`config.mk`:
```
export PLATFORM = sky130hd
export DESIGN_NAME = percent_escape_decoder_core
export DESIGN_NICKNAME = d
export VERILOG_FILES = /design/src/sv/pced_pkg.sv /design/src/sv/percent_escape_decoder_core.sv /design/src/sv/pced_front.sv /design/src/sv/pced_queue.sv /design/src/sv/pced_back.sv
export SDC_FILE = /design/constraint.sdc
export NUM_CORES = 1
export LEC_CHECK = 0
export BUFFER_PORTS_ARGS = -buffer_cell sky130_fd_sc_hd__buf_2
export CAP_MARGIN = 20
export CORE_MARGIN = 10
export CORE_UTILIZATION = 40
export CTS_CLUSTER_DIAMETER = 40
export DETAILED_ROUTE_END_ITERATION = 6
export PLACE_DENSITY = 0.65
export SLEW_MARGIN = 30
export SYNTH_ARGS = -nofsm -noshare
export SYNTH_HDL_FRONTEND = slang
export SYNTH_HIERARCHICAL = 1
export SYNTH_SLANG_ARGS = --single-unit
```
`constraint.sdc`:
```
create_clock -name clk -period 2.9 [get_ports clk]
set_clock_uncertainty 0.2 [all_clocks]
set_input_delay 0.58 -clock clk [delete_from_list [all_inputs] [get_ports clk]]
set_output_delay 0.58 -clock clk [all_outputs]
set_load 0.02 [all_outputs]
```
`src/sv/pced_pkg.sv`:
```
// shared types, constants and helper functions of the percent escape decoder
package pced_pkg;

	localparam logic [7:0] CH_PCT   = 8'h25;
	localparam logic [7:0] CH_PLUS  = 8'h2B;
	localparam logic [7:0] CH_SPACE = 8'h20;

	localparam int QDEPTH = 2;
	localparam int QAW    = $clog2(QDEPTH);

	typedef struct packed {
		logic [7:0] in_byte;
		logic       in_last;
	} in_item_t;

	typedef struct packed {
		logic [7:0] out_byte;
		logic       out_last;
	} out_item_t;

	// up to three output bytes produced by one input item
	typedef struct packed {
		logic [2:0][7:0] bytes;
		logic [1:0]      cnt;
		logic            last;
	} pkt_t;

	typedef enum logic [1:0] {
		PH_IDLE = 2'd0,
		PH_PCT  = 2'd1,
		PH_DIG  = 2'd2
	} phase_t;

	function automatic logic is_hex(input logic [7:0] c);
		logic r;
		r = ((c >= 8'h30) && (c <= 8'h39)) || ((c >= 8'h61) && (c <= 8'h66)) ||
		    ((c >= 8'h41) && (c <= 8'h46));
		return r;
	endfunction

	function automatic logic [3:0] hex_value(input logic [7:0] c);
		logic [7:0] v;
		if ((c >= 8'h30) && (c <= 8'h39)) begin
			v = c - 8'h30;
		end else if ((c >= 8'h61) && (c <= 8'h66)) begin
			v = c - 8'h57;
		end else begin
			v = c - 8'h37;
		end
		return v[3:0];
	endfunction

endpackage

```
`src/sv/percent_escape_decoder_core.sv`:
```
// top level of the percent escape decoder
// usage:
// - input side is a queue write port: a beat (raw byte plus last flag) is taken
//   on a rising edge with push high and full low
// - result side is a queue read port: while empty is low the oldest decoded
//   byte sits on result; it is taken on a rising edge with pop high
// - '%' plus two hex digits decodes to one byte, '+' to a space, all else
//   passes; a broken escape comes out literally, the last flag flushes it
// - a beat taken is written into the packet queue and then loaded into the
//   unpacker register once the unpacker is free; its first result is then
//   offered on the ports
// - throughput: one input beat per cycle while full is low and one result per
//   cycle while pop is high and empty is low; an input beat that expands into
//   two or three bytes keeps the result side busy for one pop per byte, and the
//   two-packet queue between front and back then fills and raises full
// - a stalled receiver only holds the result; input keeps flowing until the
//   packet queue is full
// - reset (arst_n low) drops anything held or queued and returns the escape
//   parser to its idle phase
module percent_escape_decoder_core (
	input  logic                clk,
	input  logic                arst_n,
	input  logic                push,
	output logic                full,
	input  pced_pkg::in_item_t  item,
	output logic                empty,
	input  logic                pop,
	output pced_pkg::out_item_t result
);

	// packet handoff between parser and unpacker
	logic           q_push, q_full, q_pop, q_empty;
	pced_pkg::pkt_t q_wr_pkt, q_rd_pkt;

	// input accepted whenever the packet queue has room
	assign full = q_full;

	pced_front u_front (
		.clk    (clk),
		.arst_n (arst_n),
		.push   (push),
		.item   (item),
		.q_full (q_full),
		.q_push (q_push),
		.q_pkt  (q_wr_pkt)
	);

	pced_queue u_queue (
		.clk    (clk),
		.arst_n (arst_n),
		.wr     (q_push),
		.wr_pkt (q_wr_pkt),
		.full   (q_full),
		.rd     (q_pop),
		.empty  (q_empty),
		.rd_pkt (q_rd_pkt)
	);

	// back end holds the current packet and serves one byte per pop
	pced_back u_back (
		.clk     (clk),
		.arst_n  (arst_n),
		.q_empty (q_empty),
		.q_pkt   (q_rd_pkt),
		.q_pop   (q_pop),
		.empty   (empty),
		.pop     (pop),
		.result  (result)
	);

endmodule

```
`src/sv/pced_front.sv`:
```
// front end: escape state machine that turns one input beat into a byte packet, or into none while an escape is held
module pced_front (
	input  logic               clk,
	input  logic               arst_n,
	input  logic               push,
	input  pced_pkg::in_item_t item,
	input  logic               q_full,
	output logic               q_push,
	output pced_pkg::pkt_t     q_pkt
);

	pced_pkg::phase_t phase_q, phase_d;
	logic [7:0]       held_q, held_d;
	logic             acc;
	logic [7:0]       b;
	logic             last;
	logic             pl_emit;
	logic [7:0]       pl_byte;
	logic             pl_hold;
	pced_pkg::pkt_t   pkt;

	assign acc  = push && !q_full;
	assign b    = item.in_byte;
	assign last = item.in_last;

	// treatment of a byte on its own, as if nothing were held
	always_comb begin
		pl_emit = 1'b1;
		pl_hold = 1'b0;
		pl_byte = b;
		if (b == pced_pkg::CH_PCT) begin
			if (!last) begin
				pl_emit = 1'b0;
				pl_hold = 1'b1;
			end
		end else if (b == pced_pkg::CH_PLUS) begin
			pl_byte = pced_pkg::CH_SPACE;
		end
	end

	always_comb begin
		pkt      = '0;
		pkt.last = last;
		phase_d  = pced_pkg::PH_IDLE;
		held_d   = held_q;
		case (phase_q)
			pced_pkg::PH_PCT: begin
				if (pced_pkg::is_hex(b)) begin
					if (last) begin
						pkt.bytes[0] = pced_pkg::CH_PCT;
						pkt.bytes[1] = b;
						pkt.cnt      = 2'd2;
					end else begin
						held_d  = b;
						phase_d = pced_pkg::PH_DIG;
					end
				end else begin
					pkt.bytes[0] = pced_pkg::CH_PCT;
					pkt.bytes[1] = pl_byte;
					pkt.cnt      = pl_emit ? 2'd2 : 2'd1;
					if (pl_hold) begin
						phase_d = pced_pkg::PH_PCT;
					end
				end
			end
			pced_pkg::PH_DIG: begin
				if (pced_pkg::is_hex(b)) begin
					pkt.bytes[0] = {pced_pkg::hex_value(held_q), pced_pkg::hex_value(b)};
					pkt.cnt      = 2'd1;
				end else begin
					pkt.bytes[0] = pced_pkg::CH_PCT;
					pkt.bytes[1] = held_q;
					pkt.bytes[2] = pl_byte;
					pkt.cnt      = pl_emit ? 2'd3 : 2'd2;
					if (pl_hold) begin
						phase_d = pced_pkg::PH_PCT;
					end
				end
			end
			default: begin
				pkt.bytes[0] = pl_byte;
				pkt.cnt      = pl_emit ? 2'd1 : 2'd0;
				if (pl_hold) begin
					phase_d = pced_pkg::PH_PCT;
				end
			end
		endcase
		if (last) begin
			phase_d = pced_pkg::PH_IDLE;
			held_d  = '0;
		end
	end

	always_ff @(posedge clk or negedge arst_n) begin
		if (!arst_n) begin
			phase_q <= pced_pkg::PH_IDLE;
			held_q  <= '0;
		end else if (acc) begin
			phase_q <= phase_d;
			held_q  <= held_d;
		end
	end

	assign q_push = acc && (pkt.cnt != 2'd0);
	assign q_pkt  = pkt;

endmodule

```
`src/sv/pced_queue.sv`:
```
// small register queue of byte packets between front and back
module pced_queue (
	input  logic           clk,
	input  logic           arst_n,
	input  logic           wr,
	input  pced_pkg::pkt_t wr_pkt,
	output logic           full,
	input  logic           rd,
	output logic           empty,
	output pced_pkg::pkt_t rd_pkt
);

	pced_pkg::pkt_t               mem_q [pced_pkg::QDEPTH];
	logic [pced_pkg::QAW-1:0]     wp_q, rp_q;
	logic [pced_pkg::QAW:0]       cnt_q;
	logic                         do_wr, do_rd;

	assign full   = (cnt_q == (pced_pkg::QAW+1)'(pced_pkg::QDEPTH));
	assign empty  = (cnt_q == '0);
	assign do_wr  = wr && !full;
	assign do_rd  = rd && !empty;
	assign rd_pkt = mem_q[rp_q];

	always_ff @(posedge clk) begin
		if (do_wr) begin
			mem_q[wp_q] <= wr_pkt;
		end
	end

	always_ff @(posedge clk or negedge arst_n) begin
		if (!arst_n) begin
			wp_q  <= '0;
			rp_q  <= '0;
			cnt_q <= '0;
		end else begin
			if (do_wr) begin
				wp_q <= (wp_q == pced_pkg::QAW'(pced_pkg::QDEPTH - 1)) ? '0 : wp_q + 1'b1;
			end
			if (do_rd) begin
				rp_q <= (rp_q == pced_pkg::QAW'(pced_pkg::QDEPTH - 1)) ? '0 : rp_q + 1'b1;
			end
			if (do_wr && !do_rd) begin
				cnt_q <= cnt_q + 1'b1;
			end else if (do_rd && !do_wr) begin
				cnt_q <= cnt_q - 1'b1;
			end
		end
	end

endmodule

```
`src/sv/pced_back.sv`:
```
// back end: unpacks byte packets into single result beats
module pced_back (
	input  logic                clk,
	input  logic                arst_n,
	input  logic                q_empty,
	input  pced_pkg::pkt_t      q_pkt,
	output logic                q_pop,
	output logic                empty,
	input  logic                pop,
	output pced_pkg::out_item_t result
);

	pced_pkg::pkt_t pkt_q;
	logic           vld_q;
	logic [1:0]     idx_q;
	logic           fin;
	logic           ld;
	logic [7:0]     cur;

	assign fin   = vld_q && pop && (idx_q == pkt_q.cnt - 2'd1);
	assign ld    = !vld_q || fin;
	assign q_pop = ld && !q_empty;
	assign empty = !vld_q;

	always_comb begin
		case (idx_q)
			2'd0:    cur = pkt_q.bytes[0];
			2'd1:    cur = pkt_q.bytes[1];
			default: cur = pkt_q.bytes[2];
		endcase
	end

	assign result.out_byte = cur;
	assign result.out_last = pkt_q.last && (idx_q == pkt_q.cnt - 2'd1);

	always_ff @(posedge clk) begin
		if (q_pop) begin
			pkt_q <= q_pkt;
		end
	end

	always_ff @(posedge clk or negedge arst_n) begin
		if (!arst_n) begin
			vld_q <= 1'b0;
			idx_q <= '0;
		end else if (ld) begin
			vld_q <= !q_empty;
			idx_q <= '0;
		end else if (pop) begin
			idx_q <= idx_q + 2'd1;
		end
	end

endmodule
```
Word level (Yosys, flattened, before mapping)

Memory sizes are Yosys's and may differ from the RTL's. A register that Yosys moved wholly into a read port is not among the register bits.
Cells that the tools add are included.

Word-level logic and storage cells: 105
Memory bits (writable): 54
Register bits: 17
Memories: 1
Bits of input ports: 13
Output and inout bits: 11

Memory list:

| name          | depth | bits a word | read ports | clocked after Yosys merged registers in | write ports | line             | text |
|---|---|---|---|---|---|---|---|
| u_queue.mem_q | 2     | 27          | 1          | 1                                       | 1           | pced_queue.sv:13 | `pced_pkg::pkt_t mem_q [pced_pkg::QDEPTH];` |

Reduce and logical (&&, ||, !) cells: 31
Multiplexer cells: 37
$add $sub $neg: 12
Order comparisons: 10
Eq/ne operators: 7

Operators by type and width:

| operator              | number |
|---|---|
| $mux W8               | 6 |
| $mux W18              | 2 |
| $pmux W8 S2           | 2 |
| $ge A8 B7 Y1 const B  | 3 |
| $le A8 B7 Y1 const B  | 3 |
| $pmux W10 S2          | 1 |
| $eq A8 B6 Y1 const B  | 2 |
| $ge A8 B6 Y1 const B  | 2 |
| $le A8 B6 Y1 const B  | 2 |
| $mux W16              | 1 |
| $mux W2               | 8 |
| $mux W4               | 4 |
| $sub A4 B3 Y4 const B | 4 |
| $logic_and A1 B1 Y1   | 15 |
| $mux W1               | 11 |
| $mux W10              | 1 |
| $reduce_bool A2 Y1    | 5 |
| $sub A4 B1 Y4 const B | 2 |
| $logic_not A1 Y1      | 5 |
| $add A2 B1 Y2 const B | 2 |
| $eq A2 B1 Y1 const B  | 2 |
| $eq A2 B2 Y1 const B  | 2 |
| $logic_not A2 Y1      | 2 |
| $pmux W2 S2           | 1 |
| 5 further kinds       | 9 |

Longest topological paths before layout

Word-level depth: 13
Gate-level depth with buffers: 13
Depth with buffers taken out: 13

Cells and area by module

The synthesis kept the hierarchy.

Modules (own cells, without submodules):

| module     | area an instance (um^2) | instances | cells an instance | seq. area each (um^2) |
|---|---|---|---|---|
| pced_queue | 2244.7                  | 1         | 103               | 1721.7 |
| pced_front | 1232.4                  | 1         | 152               | 250.2 |
| pced_back  | 1178.6                  | 1         | 78                | 885.8 |

Worst setup path before layout

No wires, ideal clock.

Path type: input-to-reg
From: input port item[2] (netlist name)
To: memory u_queue/mem_q[0][0] (netlist name), enable pin
Cell stages on the path: 9
Data arrival time: 2.843 ns
Required time: 2.289 ns
Library setup time: 0.411 ns
Path buffers: 0
Slack: -0.554 ns
Cell sequence: inv_1 ha_1 nor4b_1 a22oi_2 nand3_2 a21o_1 a22o_1 nand2_1 nor2_1

Longest elaborated chain between the ends: 11
Elaborated cells between the ends (all ways): 24
Classes of those cells: 6 x order compare; 1 x eq/ne; 9 x mux; 8 x reduce/logical

RTL lines:

| what                                 | line                               | text |
|---|---|---|
| start, declared                      | percent_escape_decoder_core.sv:25  | `input pced_pkg::in_item_t item,` |
| $ge A8 B6 Y1 (tied with other cells) | pced_pkg.sv:36                     | `r = ((c >= 8'h30) && (c <= 8'h39)) \|\| ((c >= 8'h61) && (c <= 8'h66)) \|\|` |
| $logic_and A1 B1 Y1                  | pced_pkg.sv:36                     |  |
| $logic_or A1 B1 Y1 (2 in series)     | pced_pkg.sv:36                     |  |
| $mux W10 or $mux W18 (tied branches) | pced_front.sv:67, pced_front.sv:48 |  |
| $pmux W10 S2 *                       | pced_front.sv:46                   | `case (phase_q)` |
| $reduce_bool A2 Y1 *                 | pced_front.sv:104                  | `assign q_push = acc && (pkt.cnt != 2'd0);` |
| $logic_and A1 B1 Y1 *                | pced_front.sv:104                  |  |
| via q_push                           | percent_escape_decoder_core.sv:32  | `logic q_push, q_full, q_pop, q_empty;` |
| $logic_and A1 B1 Y1 *                | pced_queue.sv:20                   | `assign do_wr = wr && !full;` |
| $mux W1 *                            | pced_queue.sv:25                   | `if (do_wr) begin` |
| $mux W1 (not written as such) *      | pced_queue.sv:26                   | `mem_q[wp_q] <= wr_pkt;` |
| end, declared                        | pced_queue.sv:13                   |  |

The timed path passes the listed nets; every way through them passes the cells marked *.

==> flow_metrics.py <==
metrics = {
    "placed_design": {
        "dp_hpwl_um": 6250,
        "dpl_worst_slack_ns": -0.0640,
        "gp_congestion": 0.887,
        "numPortBuffers": 23,
    },
    "grt": {
        "grt_pass1_wl_um": 14500,
        "grt_max_degree": 29,
        "antenna_found_initial": 0,
        "grt_use_total_pct": 11.1,
        "grt_pass1_vias": 2785,
        "grt_overflow": 0,
    },
    "layout": {
        "area_growth_pct": 15.0,
        "num_antenna_cells": 0,
        "fin_nets": 404,
        "regArea_um2": 2860,
        "multi_input_area_um2": 1630,
        "fillCellCount": 1006,
        "layout-drive-gt1-share_pct": 27.0,
    },
    "setup_path": {
        "path_buf_inv": 3,
        "rrSetupSlack_ns": 0.38,
        "critical_path_class": "reg2out",
        "required_ns": 2.12,
        "cp_slowest_cell": "dfrtp_1",
        "r2r-start": "u_front/held_q[1]$_DFFE_PN0P_",
        "worstPathArrival_ns": 1.84,
        "critPathLaunch": "u_back/idx_q[0]$_DFFE_PN0P_",
        "critical_path.most_common_cell": "nand2_1",
        "crit_path_end_kind": "output pin",
        "cpPeakStageDelay_ns": 0.46,
        "startpoint_type": "flip-flop",
        "critPathTopFamily": "flip-flops",
        "worstPathCellList": "inv_1 > ha_1 > nor2_1 > buf_4 > nand2_1 > nand2_1 > buf_2",
        "crit_fanout": 9,
        "regToRegEndpoint": "u_queue/mem_q[0][8]$_DFFE_PP_",
        "rr_worst_depth": 7,
    },
    "timing": {
        "hold_slack_ns": 0.324,
        "finalCritPeriodShare_pct": 90.5,
        "rsz0062_at_grt": "no",
        "tightest_slew_ns": 0.727,
        "maxSlewViolCount": 0,
        "final-setup-viol-count": 0,
        "min_period_ns": 2.62,
        "worst_slack_ns": 0.275,
        "fmax_ghz": 0.381,
        "slew_headroom_pct": 51.3,
        "finalHoldViolations": 0,
    },
    "floorplanning": {
        "initial_core_util_pct": 40.8,
        "die-height_um": 128,
        "core_area_um2": 11400,
        "dieArea_um2": 16400,
        "io_pins": 24,
        "row_count": 39,
        "fp.dieW_um": 128,
    },
    "drt": {
        "drc": 0,
        "drtPass1Iterations": 4,
        "drt-initial-drc-count": 297,
        "vias": 2744,
        "via_per_inst": 5.23,
        "postRouteWirelength_um": 8830,
        "antenna_left": 0,
        "avgRoutedWirePerCell_um": 16.8,
    },
    "hold_path": {
        "hp-class": "reg2reg",
        "min_from": "u_queue/cnt_q[1]$_DFFE_PN0P_",
        "hold_depth": 1,
        "min_to": "u_queue/cnt_q[1]$_DFFE_PN0P_",
    },
    "synth": {
        "ys_ff_latch": 98,
        "synth_nets": 359,
        "netlist_area_um2": 4660,
        "synthCells": 333,
        "synth_top_area_share_pct": 52.2,
        "avgSynthCellArea_um2": 14.0,
        "synthFlopType": "edfxtp_1",
        "synth.area.top_cells": "edfxtp_1 52%, dfrtp_1 9.1%, mux2_4 6.1%, ha_1 3.5%, nand2_1 2.5%",
        "async_flop_share_pct": 17.3,
        "synth_cell_types": 54,
        "synth_seq_area_share_pct": 61.4,
        "yosysTopAreaCell": "edfxtp_1",
        "synth_edf_count": 81,
        "yosys_warnings": 6,
    },
    "cts": {
        "cts.sinks": 98,
        "root_buffer": "clkbuf_16",
        "clk_pin_slew_ns": 0.06,
        "clk_latency_ns": 0.34,
        "htreeDepth": 3,
        "cts_buffer_depth": 2,
        "cts_tree": "done",
        "cts_inserted_buffers": 9,
        "cts_resized": 0,
        "cts_setup_buffers": 0,
    },
    "power_and_ir_drop": {
        "power_density_nw_per_um2": 882,
        "peakVddDrop_uv": 349,
        "p_leak_nw": 2.08,
        "p_total_w": 0.00472,
    },
    "run_status": {
        "outcome": "completed",
    },
    "run": {
        "drv_cap": 0,
    },
}
## cell usage after synthesis (all sizes together) (8+ instances only)
master and count:
buf 10, mux2 28, ha 13, edfxtp 81
inv 16, a22oi 10, nand3 8, a21oi 9
nor2 24, nand2 31, dfrtp 17
## cells in the final DEF, fill, tap and decap left out, types with 3 or more instances in the layout
cell type | netlist | layout
a21oi_1 | 8 | 8
a22o_1 | 4 | 4
a22oi_1 | 9 | 9
a32o_1 | 7 | 7
a32oi_1 | 5 | 5
and3_1 | 7 | 6
buf_2 | 3 | 23
buf_4 | 1 | 23
clkbuf_16 | 0 | 9
dfrtp_1 | 17 | 17
edfxtp_1 | 81 | 81
ha_1 | 13 | 13
inv_1 | 16 | 16
mux2_2 | 9 | 9
mux2_4 | 19 | 19
mux2i_1 | 4 | 4
nand2_1 | 31 | 31
nand2b_1 | 5 | 5
nand3_1 | 7 | 7
nand3b_1 | 4 | 4
nor2_1 | 22 | 21
nor2_4 | 2 | 3
nor3_1 | 3 | 3
o21ai_0 | 4 | 4
xnor2_1 | 6 | 6
xor2_1 | 3 | 3
## registers in the layout (all words and copies together) (netlist names)
register / count
u_queue/rp_q: 1
u_back/pkt_q: 27
u_front/phase_q: 2
u_back/vld_q: 1
u_queue/mem_q: 54
u_back/idx_q: 2
u_queue/wp_q: 1
u_queue/cnt_q: 2
u_front/held_q: 8
## logic make-up (layout without fill, tap and decap cells)
kind of cell               after synthesis  in the layout  share of synthesized area, %
AOI/OAI and AO/OA                       57             57                          10.1
xor gates and xnor gates                10             10                          2.04
buffers and inverters                   31             80                          3.84
adders and majority gates               13             13                          3.49
DFF                                     98             98                          61.4
muxes                                   32             32                          9.16
and+or+nand+nor                         92             92                          9.94
## metrics by stage
| step | area (um2) | setup TNS (ns) | util (%) | cells |
|---|---|---|---|---|
| global placement | 5050 | 0 | 44.2 | 509 |
| detailed placement | 5050 | -0.0640 | 44.2 | 509 |
| CTS | 5350 | 0 | 46.9 | 525 |
| global route | 5350 | 0 | 46.9 | 525 |
| finish | 5350 | 0 | 46.9 | 525 |
| floorplan | 4660 | 0 | - | 333 |
## how the worst max path moves through the flow
stage                              endpoint  slack [ns]  depth (start not counted)
2_1_floorplan  u_queue/cnt_q[1]$_DFFE_PN0P_        0.08                         11
3_3_place_gp   u_queue/cnt_q[1]$_DFFE_PN0P_       0.002                         14
3_5_place_dp   u_queue/cnt_q[1]$_DFFE_PN0P_       -0.06                         14
4_1_cts                           result[5]        0.19                          7
5_1_grt                           result[1]        0.08                          7
6_report                          result[3]        0.28                          7
## repair_timing
| action | CTS | global route |
|---|---|---|
| endpoints found under the setup margin | 0 | 0 |
| endpoints found under the hold margin | 17 | 0 |
| hold buffers | 1 | 0 |
## metal layers
metal,part of all wire (%),track usage [%]
met1,46,14.6
met2,48,17.4
met3,4.3,2.48
met4,1.6,4.77
met5,0,0
## cell type report
class	count	area share (%)
Tap cell	143	3.34
Timing Repair Buffer	49	6.31
Clock buffer	9	4.21
Multi-Input combinational cell	204	30.4
Clock inverter	6	1.24
Inverter	16	1.12
Sequential cell	98	53.4
## report_power, final
part	internal (W)	leakage [nW]	total (W)	switching, W
logic	0.000656	0.969	0.00147	0.000814
clock network	0.000666	0.136	0.00116	0.000496
registers	0.00197	0.975	0.00209	0.000118
(Power assumes the default switching activity.)
